==> config.mk <==
export PLATFORM = sky130hd
export DESIGN_NAME = legendre_edge_basis_generator_core_flat
export DESIGN_NICKNAME = d
export VERILOG_FILES = /design/src/design/lgb_pkg.sv /design/src/design/lgb_in_if.sv /design/src/design/lgb_out_if.sv /design/src/design/legendre_edge_basis_generator_core.sv /design/src/design/lgb_mul.sv /design/src/flat_wrapper.sv
export SDC_FILE = /design/constraint.sdc
export NUM_CORES = 2
export LEC_CHECK = 0
export ABC_AREA = 1
export BUFFER_PORTS_ARGS = -buffer_cell sky130_fd_sc_hd__buf_2
export CAP_MARGIN = 20
export CORE_MARGIN = 8
export CORE_UTILIZATION = 61
export CTS_CLUSTER_DIAMETER = 200
export DETAILED_ROUTE_END_ITERATION = 8
export PLACE_DENSITY = 0.78
export SLEW_MARGIN = 25
export SYNTH_ARGS = -nofsm -noshare
export SYNTH_HDL_FRONTEND = slang
export SYNTH_SLANG_ARGS = --single-unit
==> constraint.sdc <==
create_clock -name clk -period 9.25 [get_ports clk]
set_input_delay 0.4625 -clock clk [delete_from_list [all_inputs] [get_ports clk]]
set_output_delay 0.4625 -clock clk [all_outputs]
set_load 0.005 [all_outputs]
==> src/design/lgb_pkg.sv <==
`timescale 1ns / 1ps
`default_nettype none

package lgb_pkg;

    localparam int FRAC_BITS   = 14;
    localparam int COORD_W     = 16;
    localparam int VALUE_W     = 16;
    localparam int INDEX_W     = 4;
    localparam int ORDER_W     = 4;
    localparam int MAX_ORDER   = 15;
    localparam int ONE_Q       = 1 << FRAC_BITS;

    localparam int MUL_W       = 27;
    localparam int PROD_W      = 2 * MUL_W;
    localparam int ACC_W       = 36;
    localparam int QUO_W       = 22;
    localparam int RECIP_W     = 26;
    localparam int RECIP_SHIFT = 26;

    typedef logic signed [MUL_W-1:0]  mul_op_t;
    typedef logic signed [PROD_W-1:0] mul_prod_t;

    // ceil(2^RECIP_SHIFT / k); exact floor division for quotients below 2^QUO_W
    function automatic logic [RECIP_W-1:0] recip(input logic [INDEX_W-1:0] k);
        logic [RECIP_W-1:0] r;
        begin
            case (k)
                4'd2:    r = 26'd33554432;
                4'd3:    r = 26'd22369622;
                4'd4:    r = 26'd16777216;
                4'd5:    r = 26'd13421773;
                4'd6:    r = 26'd11184811;
                4'd7:    r = 26'd9586981;
                4'd8:    r = 26'd8388608;
                4'd9:    r = 26'd7456541;
                4'd10:   r = 26'd6710887;
                4'd11:   r = 26'd6100806;
                4'd12:   r = 26'd5592406;
                4'd13:   r = 26'd5162221;
                4'd14:   r = 26'd4793491;
                4'd15:   r = 26'd4473925;
                default: r = '0;
            endcase
            return r;
        end
    endfunction

endpackage

`default_nettype wire

==> src/design/lgb_in_if.sv <==
`timescale 1ns / 1ps
`default_nettype none

interface lgb_in_if;
    logic                               valid;
    logic                               ready;
    logic signed [lgb_pkg::COORD_W-1:0] coord;
    logic                               reversed;

    modport source (output valid, output coord, output reversed, input ready);
    modport sink   (input valid, input coord, input reversed, output ready);
endinterface

`default_nettype wire

==> src/design/lgb_out_if.sv <==
`timescale 1ns / 1ps
`default_nettype none

interface lgb_out_if;
    logic                               valid;
    logic                               ready;
    logic [lgb_pkg::INDEX_W-1:0]        func_index;
    logic signed [lgb_pkg::VALUE_W-1:0] basis_value;
    logic                               last;

    modport source (output valid, output func_index, output basis_value, output last,
                    input ready);
    modport sink   (input valid, input func_index, input basis_value, input last,
                    output ready);
endinterface

`default_nettype wire

==> src/design/legendre_edge_basis_generator_core.sv <==
`timescale 1ns / 1ps
`default_nettype none

// Emits P_0(u) .. P_n(u) (Legendre polynomials, Q2.14, saturated to +-1.0) for each
// accepted coordinate, n = order register, with even indices negated when reversed
// is set and last marking index n. One coordinate is taken at a time; the next one is
// accepted only after index n has been loaded into the output register, and output
// stalls hold the sequence. Each index from 2 up takes four passes through one
// shared 27x27 multiplier (two recurrence products, the P(k-2) term, and a reciprocal
// multiply that divides by k), a rounding step, saturation, and the output load. The
// last result may still wait in the output register while the next coordinate is
// taken.
module legendre_edge_basis_generator_core
(
    input  wire                           clk,
    input  wire                           rst_n,
    input  wire                           cfg_we,
    input  wire [lgb_pkg::ORDER_W-1:0]    cfg_wdata,
    lgb_in_if.sink                        sample,
    lgb_out_if.source                     basis
);

    localparam logic [2:0] S_IDLE = 3'd0;
    localparam logic [2:0] S_EMIT = 3'd1;
    localparam logic [2:0] S_MA   = 3'd2;
    localparam logic [2:0] S_MB   = 3'd3;
    localparam logic [2:0] S_MC   = 3'd4;
    localparam logic [2:0] S_DV   = 3'd5;
    localparam logic [2:0] S_MD   = 3'd6;
    localparam logic [2:0] S_SAT  = 3'd7;

    localparam int VW = lgb_pkg::VALUE_W;
    localparam int IW = lgb_pkg::INDEX_W;
    localparam int AW = lgb_pkg::ACC_W;
    localparam int QW = lgb_pkg::QUO_W;
    localparam int FB = lgb_pkg::FRAC_BITS;

    localparam logic signed [VW-1:0] ONE_V   = VW'(lgb_pkg::ONE_Q);
    localparam logic signed [VW-1:0] M_ONE_V = -ONE_V;

    logic [2:0]                   state_reg, state_next;
    logic [IW-1:0]                k_reg, k_next;
    logic [IW-1:0]                n_reg, n_next;
    logic [lgb_pkg::ORDER_W-1:0]  order_reg;
    logic                         out_valid_reg, out_valid_next;

    logic signed [VW-1:0]         coord_reg, prev_reg, pp_reg;
    logic                         rev_reg;
    logic signed [AW-1:0]         acc_reg;
    logic [QW-1:0]                m_reg;
    logic                         neg_reg;
    logic [IW-1:0]                out_index_reg;
    logic signed [VW-1:0]         out_value_reg;
    logic                         out_last_reg;

    lgb_pkg::mul_op_t             mul_a, mul_b;
    lgb_pkg::mul_prod_t           mul_p;
    logic                         mul_en;

    logic                         accept, out_free, load;
    logic [IW:0]                  odd_k;
    logic [IW-1:0]                km1;
    logic signed [20:0]           t_u;
    logic signed [AW-1:0]         term2, num;
    logic [AW-1:0]                mag, rsum;
    logic [QW-1:0]                quo;
    logic signed [VW-1:0]         sat_val, clamp_u, shown;

    assign accept   = sample.valid && sample.ready;
    assign out_free = !out_valid_reg || basis.ready;
    assign load     = (state_reg == S_EMIT) && out_free;

    assign odd_k = {k_reg, 1'b0} - (IW+1)'(1);
    assign km1   = k_reg - IW'(1);
    assign t_u   = signed'(mul_p[20:0]);

    always_comb
    begin
        mul_en = 1'b0;
        mul_a  = '0;
        mul_b  = '0;
        case (state_reg)
            S_MA:
            begin
                mul_en = 1'b1;
                mul_a  = lgb_pkg::mul_op_t'(coord_reg);
                mul_b  = lgb_pkg::mul_op_t'(odd_k);
            end
            S_MB:
            begin
                mul_en = 1'b1;
                mul_a  = lgb_pkg::mul_op_t'(t_u);
                mul_b  = lgb_pkg::mul_op_t'(prev_reg);
            end
            S_MC:
            begin
                mul_en = 1'b1;
                mul_a  = lgb_pkg::mul_op_t'(km1);
                mul_b  = lgb_pkg::mul_op_t'(pp_reg);
            end
            S_MD:
            begin
                mul_en = 1'b1;
                mul_a  = lgb_pkg::mul_op_t'(m_reg);
                mul_b  = lgb_pkg::mul_op_t'(lgb_pkg::recip(k_reg));
            end
            default:
            begin
                mul_en = 1'b0;
            end
        endcase
    end

    lgb_mul u_mul
    (
        .clk  (clk),
        .en   (mul_en),
        .a    (mul_a),
        .b    (mul_b),
        .prod (mul_p)
    );

    // numerator at 2*FRAC_BITS fraction bits, round half away from zero by k*2^FRAC_BITS
    assign term2 = signed'(mul_p[AW-1:0]) <<< FB;
    assign num   = acc_reg - term2;
    assign mag   = num[AW-1] ? AW'(-num) : AW'(num);
    assign rsum  = mag + (AW'(k_reg) << (FB - 1));

    assign quo     = mul_p[lgb_pkg::RECIP_SHIFT +: QW];
    assign sat_val = (quo > QW'(lgb_pkg::ONE_Q)) ? ONE_V : VW'(quo);

    assign clamp_u = (coord_reg > ONE_V) ? ONE_V :
                     (coord_reg < M_ONE_V) ? M_ONE_V : coord_reg;

    assign shown = (rev_reg && !k_reg[0]) ? -prev_reg : prev_reg;

    always_comb
    begin
        state_next     = state_reg;
        k_next         = k_reg;
        n_next         = n_reg;
        out_valid_next = out_valid_reg;
        if (basis.ready)
        begin
            out_valid_next = 1'b0;
        end
        if (load)
        begin
            out_valid_next = 1'b1;
        end
        case (state_reg)
            S_IDLE:
            begin
                if (sample.valid)
                begin
                    state_next = S_EMIT;
                    k_next     = '0;
                    n_next     = (order_reg > IW'(lgb_pkg::MAX_ORDER)) ?
                                 IW'(lgb_pkg::MAX_ORDER) : order_reg;
                end
            end
            S_EMIT:
            begin
                if (out_free)
                begin
                    if (k_reg == n_reg)
                    begin
                        state_next = S_IDLE;
                    end
                    else
                    begin
                        k_next = k_reg + IW'(1);
                        if (k_reg != '0)
                        begin
                            state_next = S_MA;
                        end
                    end
                end
            end
            S_MA:    state_next = S_MB;
            S_MB:    state_next = S_MC;
            S_MC:    state_next = S_DV;
            S_DV:    state_next = S_MD;
            S_MD:    state_next = S_SAT;
            S_SAT:   state_next = S_EMIT;
            default: state_next = S_IDLE;
        endcase
    end

    always_ff @(posedge clk or negedge rst_n)
    begin
        if (!rst_n)
        begin
            state_reg     <= S_IDLE;
            k_reg         <= '0;
            n_reg         <= '0;
            out_valid_reg <= 1'b0;
            order_reg     <= lgb_pkg::ORDER_W'(1);
        end
        else
        begin
            state_reg     <= state_next;
            k_reg         <= k_next;
            n_reg         <= n_next;
            out_valid_reg <= out_valid_next;
            if (cfg_we)
            begin
                order_reg <= cfg_wdata;
            end
        end
    end

    always_ff @(posedge clk)
    begin
        if (accept)
        begin
            coord_reg <= sample.coord;
            rev_reg   <= sample.reversed;
            prev_reg  <= ONE_V;
            pp_reg    <= '0;
        end
        if (load && (k_reg == '0) && (k_reg != n_reg))
        begin
            prev_reg <= clamp_u;
            pp_reg   <= prev_reg;
        end
        if (state_reg == S_MC)
        begin
            acc_reg <= signed'(mul_p[AW-1:0]);
        end
        if (state_reg == S_DV)
        begin
            m_reg   <= rsum[AW-1:FB];
            neg_reg <= num[AW-1];
        end
        if (state_reg == S_SAT)
        begin
            prev_reg <= neg_reg ? -sat_val : sat_val;
            pp_reg   <= prev_reg;
        end
        if (load)
        begin
            out_index_reg <= k_reg;
            out_value_reg <= shown;
            out_last_reg  <= (k_reg == n_reg);
        end
    end

    assign sample.ready      = (state_reg == S_IDLE);
    assign basis.valid       = out_valid_reg;
    assign basis.func_index  = out_index_reg;
    assign basis.basis_value = out_value_reg;
    assign basis.last        = out_last_reg;

    a_value_range: assert property (@(posedge clk) disable iff (!rst_n)
        basis.valid |-> (basis.basis_value <= ONE_V && basis.basis_value >= M_ONE_V))
        else $error("result outside +-1.0");

    a_start: assert property (@(posedge clk) disable iff (!rst_n)
        accept |=> (state_reg == S_EMIT && k_reg == '0))
        else $error("item accepted without starting at index 0");

    a_index_bound: assert property (@(posedge clk) disable iff (!rst_n)
        (state_reg != S_IDLE) |-> (k_reg <= n_reg))
        else $error("index ran past order");

    a_busy_until_last: assert property (@(posedge clk) disable iff (!rst_n)
        (basis.valid && basis.ready && !basis.last) |-> (state_reg != S_IDLE))
        else $error("idle before last result");

endmodule

`default_nettype wire

==> src/design/lgb_mul.sv <==
`timescale 1ns / 1ps
`default_nettype none

module lgb_mul
(
    input  wire                     clk,
    input  wire                     en,
    input  wire lgb_pkg::mul_op_t   a,
    input  wire lgb_pkg::mul_op_t   b,
    output lgb_pkg::mul_prod_t      prod
);

    lgb_pkg::mul_prod_t prod_reg;

    always_ff @(posedge clk)
    begin
        if (en)
        begin
            prod_reg <= a * b;
        end
    end

    assign prod = prod_reg;

endmodule

`default_nettype wire
==> src/flat_wrapper.sv <==
// flat-port wrapper written by rule: the top's interface ports become plain ports
module legendre_edge_basis_generator_core_flat 
  (clk, rst_n, cfg_we, cfg_wdata, sample_valid, sample_coord, sample_reversed, sample_ready, basis_valid, basis_func_index, basis_basis_value, basis_last, basis_ready);
  lgb_in_if sample_i ();
  lgb_out_if basis_i ();
  input  wire clk;
  input  wire rst_n;
  input  wire cfg_we;
  input  wire [lgb_pkg::ORDER_W-1:0] cfg_wdata;
  input wire logic [$bits(sample_i.valid)-1:0] sample_valid;
  input wire logic [$bits(sample_i.coord)-1:0] sample_coord;
  input wire logic [$bits(sample_i.reversed)-1:0] sample_reversed;
  output wire logic [$bits(sample_i.ready)-1:0] sample_ready;
  output wire logic [$bits(basis_i.valid)-1:0] basis_valid;
  output wire logic [$bits(basis_i.func_index)-1:0] basis_func_index;
  output wire logic [$bits(basis_i.basis_value)-1:0] basis_basis_value;
  output wire logic [$bits(basis_i.last)-1:0] basis_last;
  input wire logic [$bits(basis_i.ready)-1:0] basis_ready;
  assign sample_i.valid = sample_valid;
  assign sample_i.coord = sample_coord;
  assign sample_i.reversed = sample_reversed;
  assign sample_ready = sample_i.ready;
  assign basis_valid = basis_i.valid;
  assign basis_func_index = basis_i.func_index;
  assign basis_basis_value = basis_i.basis_value;
  assign basis_last = basis_i.last;
  assign basis_i.ready = basis_ready;
  legendre_edge_basis_generator_core u_core (.clk(clk), .rst_n(rst_n), .cfg_we(cfg_we), .cfg_wdata(cfg_wdata), .sample(sample_i), .basis(basis_i));
endmodule
# Yosys cells after proc, flatten, opt, wreduce, memory -nomap -nowiden
# Memories as Yosys holds them, arrays and structs flattened.
# Index checks and enable logic that the tools add are counted.
[totals] latch_bits=0 n_memories=1 mem_bits_rw=0 input_bits=26 reg_bits=193 out_inout_bits=23 elab_cells=88 mem_bits_ro=416
[classes] n_eq_ne=13 muxes=27 bitwise=0 n_lt_le_gt_ge=4 addsub=8 div=0 shifts=0 multipliers=1 n_reduce_logical=18
[memory_table] memory="(no name shown)" depth=16 word_bits=26 rd=1 rd_clocked_by_memory_dff=0 write_ports=0 line_no="lgb_pkg.sv:28" rtl="case (k)"
[ops] operator="27-bit case mux with 4 select lines" count=2
[ops] operator="16-bit 2-to-1 mux" count=11
[ops] operator="27-bit by 27-bit multiplier with 48-bit output" count=1
[ops] operator="36-bit by 17-bit adder with 36-bit output" count=1
[ops] operator="36-bit 2-to-1 mux" count=1
[ops] operator="36-bit negator" count=1
[ops] operator="36-bit subtractor" count=1
[ops] operator="16-bit negator" count=2
[ops] operator="3-bit case mux with 8 select lines" count=1
[ops] operator="22-bit by 15-bit > comparator with 1-bit output (second input constant)" count=1
[ops] operator="16-bit > comparator (second input constant)" count=1
[ops] operator="16-bit by 15-bit < comparator with 1-bit output (second input constant)" count=1
[ops] operator="4-bit 2-to-1 mux" count=4
[ops] operator="3-bit equality test (second input constant)" count=4
[ops] operator="3-bit 2-to-1 mux" count=4
[ops] operator="4-bit case mux with 2 select lines" count=1
[ops] operator="3-bit by 2-bit equality test with 1-bit output (second input constant)" count=2
[ops] operator="1-bit logical AND" count=5
[ops] operator="5-bit by 1-bit subtractor with 5-bit output (second input constant)" count=1
[ops] operator="4-bit by 1-bit adder with 4-bit output (second input constant)" count=1
[ops] operator="4-bit equality test" count=1
[ops] operator="4-bit > comparator (second input constant)" count=1
[ops] operator="4-bit zero test" count=1
[ops] operator="2-bit inequality test (second input constant)" count=2
[ops] operator="16 further kinds" count=20

# Logic depth before layout (Yosys ltp)
[depth] ltp_word=7 mapped_depth=40 mapped_depth_nobuf=38

# By module
# From an unflattened synthesis, not the netlist that was laid out.
[unflattened] cells_unflattened=5121 hier_area_um2=40196.1
[modules_own_cells] mod="lgb_mul" area_per_inst_um2=29906.2 seq_area_each_um2=1621.6 n_inst=1 cells_per_inst=3756
[modules_own_cells] mod="legendre_edge_basis_generator_core" area_per_inst_um2=10289.9 seq_area_each_um2=4275.4 n_inst=1 cells_per_inst=1365

# Worst setup path after synthesis
# Ideal clock, no wire load.
[synth_path] path_type="reg2reg" start="register u_core.state_reg[2]" end="register u_core.u_mul.prod_reg[47], in the netlist u_core.u_mul.prod[47], data pin" setup_slack_ns=0.778 setup_ns=0.262 t_arrival_ns=8.210 required_time_ns=8.988 path_stages_with_launch=38 path_buffers=2 period_less_slack_ns=8.472 path_cell_list="dfrtp_1 > inv_1 > nor2_1 > inv_1 > nor2_2 > clkbuf_1 > nand2_1 > o21ai_0 > inv_1 > nand2_1 > clkbuf_1 > nand2_1 > fa_1 > inv_1 > fa_1 > inv_1 > fa_1 > fa_1 > (+2 left out) > fa_1 > inv_1 > fa_1 > inv_1 > ha_1 > nand2_1 > nor2_1 > nand2_1 > nor3_1 > nand2_1 > nand3_1 > nand2_1 > o211ai_1 > a21o_1 > nand2_1 > nand2_1 > a21oi_1 > xor2_1"
[synth_between] elab_chain_len=3 word_cells_on_any_way=7 classes_between="1 x mul; 4 x eq/ne; 2 x mux"
[synth_lines] item="start, declared" line_no="legendre_edge_basis_generator_core.sv:41" rtl="logic [2:0] state_reg, state_next;"
[synth_lines] item="start signal, assigned" line_no="legendre_edge_basis_generator_core.sv:202" rtl="state_reg <= state_next;"
[synth_lines] item="3-bit equality test / 3-bit by 2-bit equality test with 1-bit output (equally long branches)" line_no="legendre_edge_basis_generator_core.sv:82" rtl="case (state_reg)"
[synth_lines] item="27-bit case mux with 4 select lines" line_no="legendre_edge_basis_generator_core.sv:82"
[synth_lines] item="27-bit by 27-bit multiplier with 48-bit output *" line_no="lgb_mul.sv:19" rtl="prod_reg <= a * b;"
[synth_lines] item="end signal, assigned" line_no="lgb_mul.sv:19"
[synth_lines] item="end, declared" line_no="lgb_mul.sv:13" rtl="lgb_pkg::mul_prod_t prod_reg;"
# Every way passes the cells marked *; elsewhere a longest branch is shown, timed or not.
# A chain may end at the register's enable or synchronous reset.

# Worst setup path after layout
[layout_path] start="register u_core.state_reg[1]" end="register u_core.u_mul.prod_reg[42], in the netlist u_core.u_mul.prod[42], data pin"
# Same word-level chain as after synthesis.

==> impl_metrics.json <==
{
  "critPathMaxStageDelay_ns": 0.56,
  "grt_usage_pct": 32.3,
  "core_area_sq_um": 54800,
  "setup_viol": 0,
  "finalHoldViolations": 0,
  "synth_edf_count": 177,
  "start_kind": "flop",
  "antenna_found_initial": 3,
  "pin_count": 49,
  "rsz0062_at_grt": "no",
  "crit_top_cell": "fa_1",
  "grt_pass1_vias": 27706,
  "drt-initial-drc-count": 2542,
  "firstDrtPassIters": 6,
  "avgSynthCellArea_sq_um": 8.58,
  "drive_gt1_share_pct": 6.89,
  "placement_rows": 86,
  "path_buf_inv": 6,
  "cp.arrival_ns": 9.01,
  "worstSetupPathType": "flop to flop",
  "grt_pass1_wl_um": 156000,
  "layout_common_cells": "inv_1, nand2_1, fa_1",
  "period_share_pct": 95.2,
  "fin_tns_setup_ns": 0,
  "required_ns": 9.45,
  "outcome": "complete, no violations",
  "dieArea_sq_um": 62800,
  "ctsHtreeMaxLevel": 4,
  "nNetsFinal": 4846,
  "clockBufferDepth": 2,
  "syn_area_sq_um": 33600,
  "syn_inst": 3913,
  "via_count": 26747,
  "tritoncts": "done",
  "drt-total-wl_um": 99800,
  "syn_nets": 4768,
  "numClockSinks": 193,
  "clock_skew_ns": 0.0112,
  "slowest_stage": "fa_1",
  "synth_cell_types": 61,
  "via_per_inst": 5.68,
  "final_common_cell": "inv_1",
  "critPathCaptureType": "flop",
  "ys.flop_type": "edfxtp_1",
  "post-route-min-period_ns": 8.81,
  "ys_warn_count": 0,
  "die_h_um": 251,
  "utilization_pct": 65.5,
  "grt_start_max_net_pins": 49,
  "clk_pin_slew_ns": 0.08,
  "ant_nets": 0,
  "fin_area_sq_um": 35800,
  "synth_seq_cells": 193,
  "async_flop_share_pct": 8.29,
  "die_w_um": 251,
  "drc": 0,
  "fmax_mhz": 114,
  "grt_overflow": 0,
  "drv_slew": 0,
  "fillers": 4498,
  "cp_top_family": "adder cells",
  "cts_buffers": 17,
  "wl_per_cell_um": 21.2,
  "largest_reg_flops": 48,
  "place_area_sq_um": 35200,
  "ys_seq_area_share_pct": 17.0,
  "critical_path_peak_fanout": 17,
  "clock_latency_ns": 0.45,
  "hp-class": "input pin to flop",
  "start_util_pct": 61.3,
  "cap_viol_max_count": 0,
  "place_congestion": 1.00,
  "io_buffers": 48,
  "dpl.hpwl_um": 83500,
  "worstMarginPinSlew_ns": 0.918,
  "hold_slack_ns": 0.180,
  "cts-root-buf": "clkbuf_16",
  "max-slew-margin-rel_pct": 38.8,
  "area_growth_pct": 6.83
}
==> worst paths after layout <==
kind                                            startpoint                              end  slack (ns)  depth (start not counted)
setup / recovery           u_core.state_reg[1]$_DFFE_PN0P_  u_core.u_mul.prod[42]$_DFFE_PP_        0.44                         28
hold / removal                             sample_coord[8]    u_core.coord_reg[8]$_DFFE_PP_        0.18                          1
setup reg to reg           u_core.state_reg[1]$_DFFE_PN0P_  u_core.u_mul.prod[42]$_DFFE_PP_        0.44                         28
hold reg to reg            u_core.u_mul.prod[23]$_DFFE_PP_     u_core.acc_reg[23]$_DFFE_PN_        0.43                          0
max in group asynchronous                            rst_n  u_core.order_reg[0]$_DFFE_PN1P_        8.48                          2
min in group asynchronous                            rst_n   u_core.basis.valid$_DFFE_PN0P_        0.45                          2
==> layer usage <==
layer	part of all wire [%]	up-vias	global-route usage (%)
met2	47	1544	52.5
met5	0.026	-	0
met3	11	335	7.00
met1	36	13126	40.7
met4	6.4	4	16.7
li1	-	11738	-
==> layout make-up <==
cell class                 instances  area [sq um]  share of cell area (%)
sequential                       193          5720                    15.9
clock inverter                    15           196                   0.548
clock buffer                      17           425                    1.19
timing repair inverter             1          7.51                  0.0209
multi-input combinational       2556         23500                    65.6
inverter                        1061          3990                    11.1
tap                              704           881                    2.46
timing repair buffer             161          1110                    3.09
antenna                            2          5.00                  0.0140
==> what timing repair did <==
item	CTS	global route
gates resized for setup	0	6
hold buffers	1	0
endpoints found under the hold margin	15	0
endpoints found under the setup margin	0	13
buffers inserted	0	0
==> stage by stage <==
stage | instances | worst slack, ns
after floorplan | 3913 | 0.778
after global placement | 4673 | 0.302
after detailed placement | 4673 | 0.205
after CTS | 4706 | 0.167
after global routing | 4708 | 0.0605
final | 4710 | 0.440
==> cells by family (layout without fill, tap and decap cells) <==
family                   after synthesis  after routing  share of synthesized area, %
XOR/XNOR                             120            120                          3.29
buffers and inverters               1165           1255                          13.1
AND/OR/NAND/NOR                     1309           1310                          15.9
other                                  0              2                             0
flip-flops                           193            193                          17.0
AO/OA/AOI/OAI                        297            297                          5.34
adder cells (fa/ha/maj)              829            829                          45.3
==> Yosys cell counts (4+ instances only) <==
library cell / n / area [sq um]
nand2_2: 13 / 81.3
o31ai_1: 9 / 67.6
o21ai_0: 85 / 425
a21oi_1: 106 / 531
nand2_1: 722 / 2710
nor2_1: 410 / 1540
xnor2_1: 34 / 298
clkinv_1: 15 / 56.3
a221oi_1: 10 / 87.6
o22ai_1: 9 / 56.3
a31oi_1: 16 / 100
nand3b_1: 7 / 52.6
ha_1: 184 / 2300
nand3_1: 66 / 330
o221ai_1: 5 / 43.8
a22oi_1: 5 / 37.5
nand4_1: 29 / 181
nor4_1: 10 / 62.6
xor2_1: 79 / 692
inv_2: 9 / 33.8
fa_1: 645 / 12900
inv_1: 1037 / 3890
nor2_2: 9 / 56.3
dfrtp_1: 15 / 375
a221oi_2: 4 / 60.1
a21o_1: 6 / 45.0
o211ai_1: 6 / 45.0
nor3_1: 23 / 115
clkbuf_1: 97 / 364
xor2_2: 7 / 114
edfxtp_1: 177 / 5320
a21oi_2: 5 / 43.8
o21a_1: 13 / 97.6
Power is left out: the tool's default activity adds up to more than one toggle a clock period on the data nets, which glitch-free logic cannot reach.
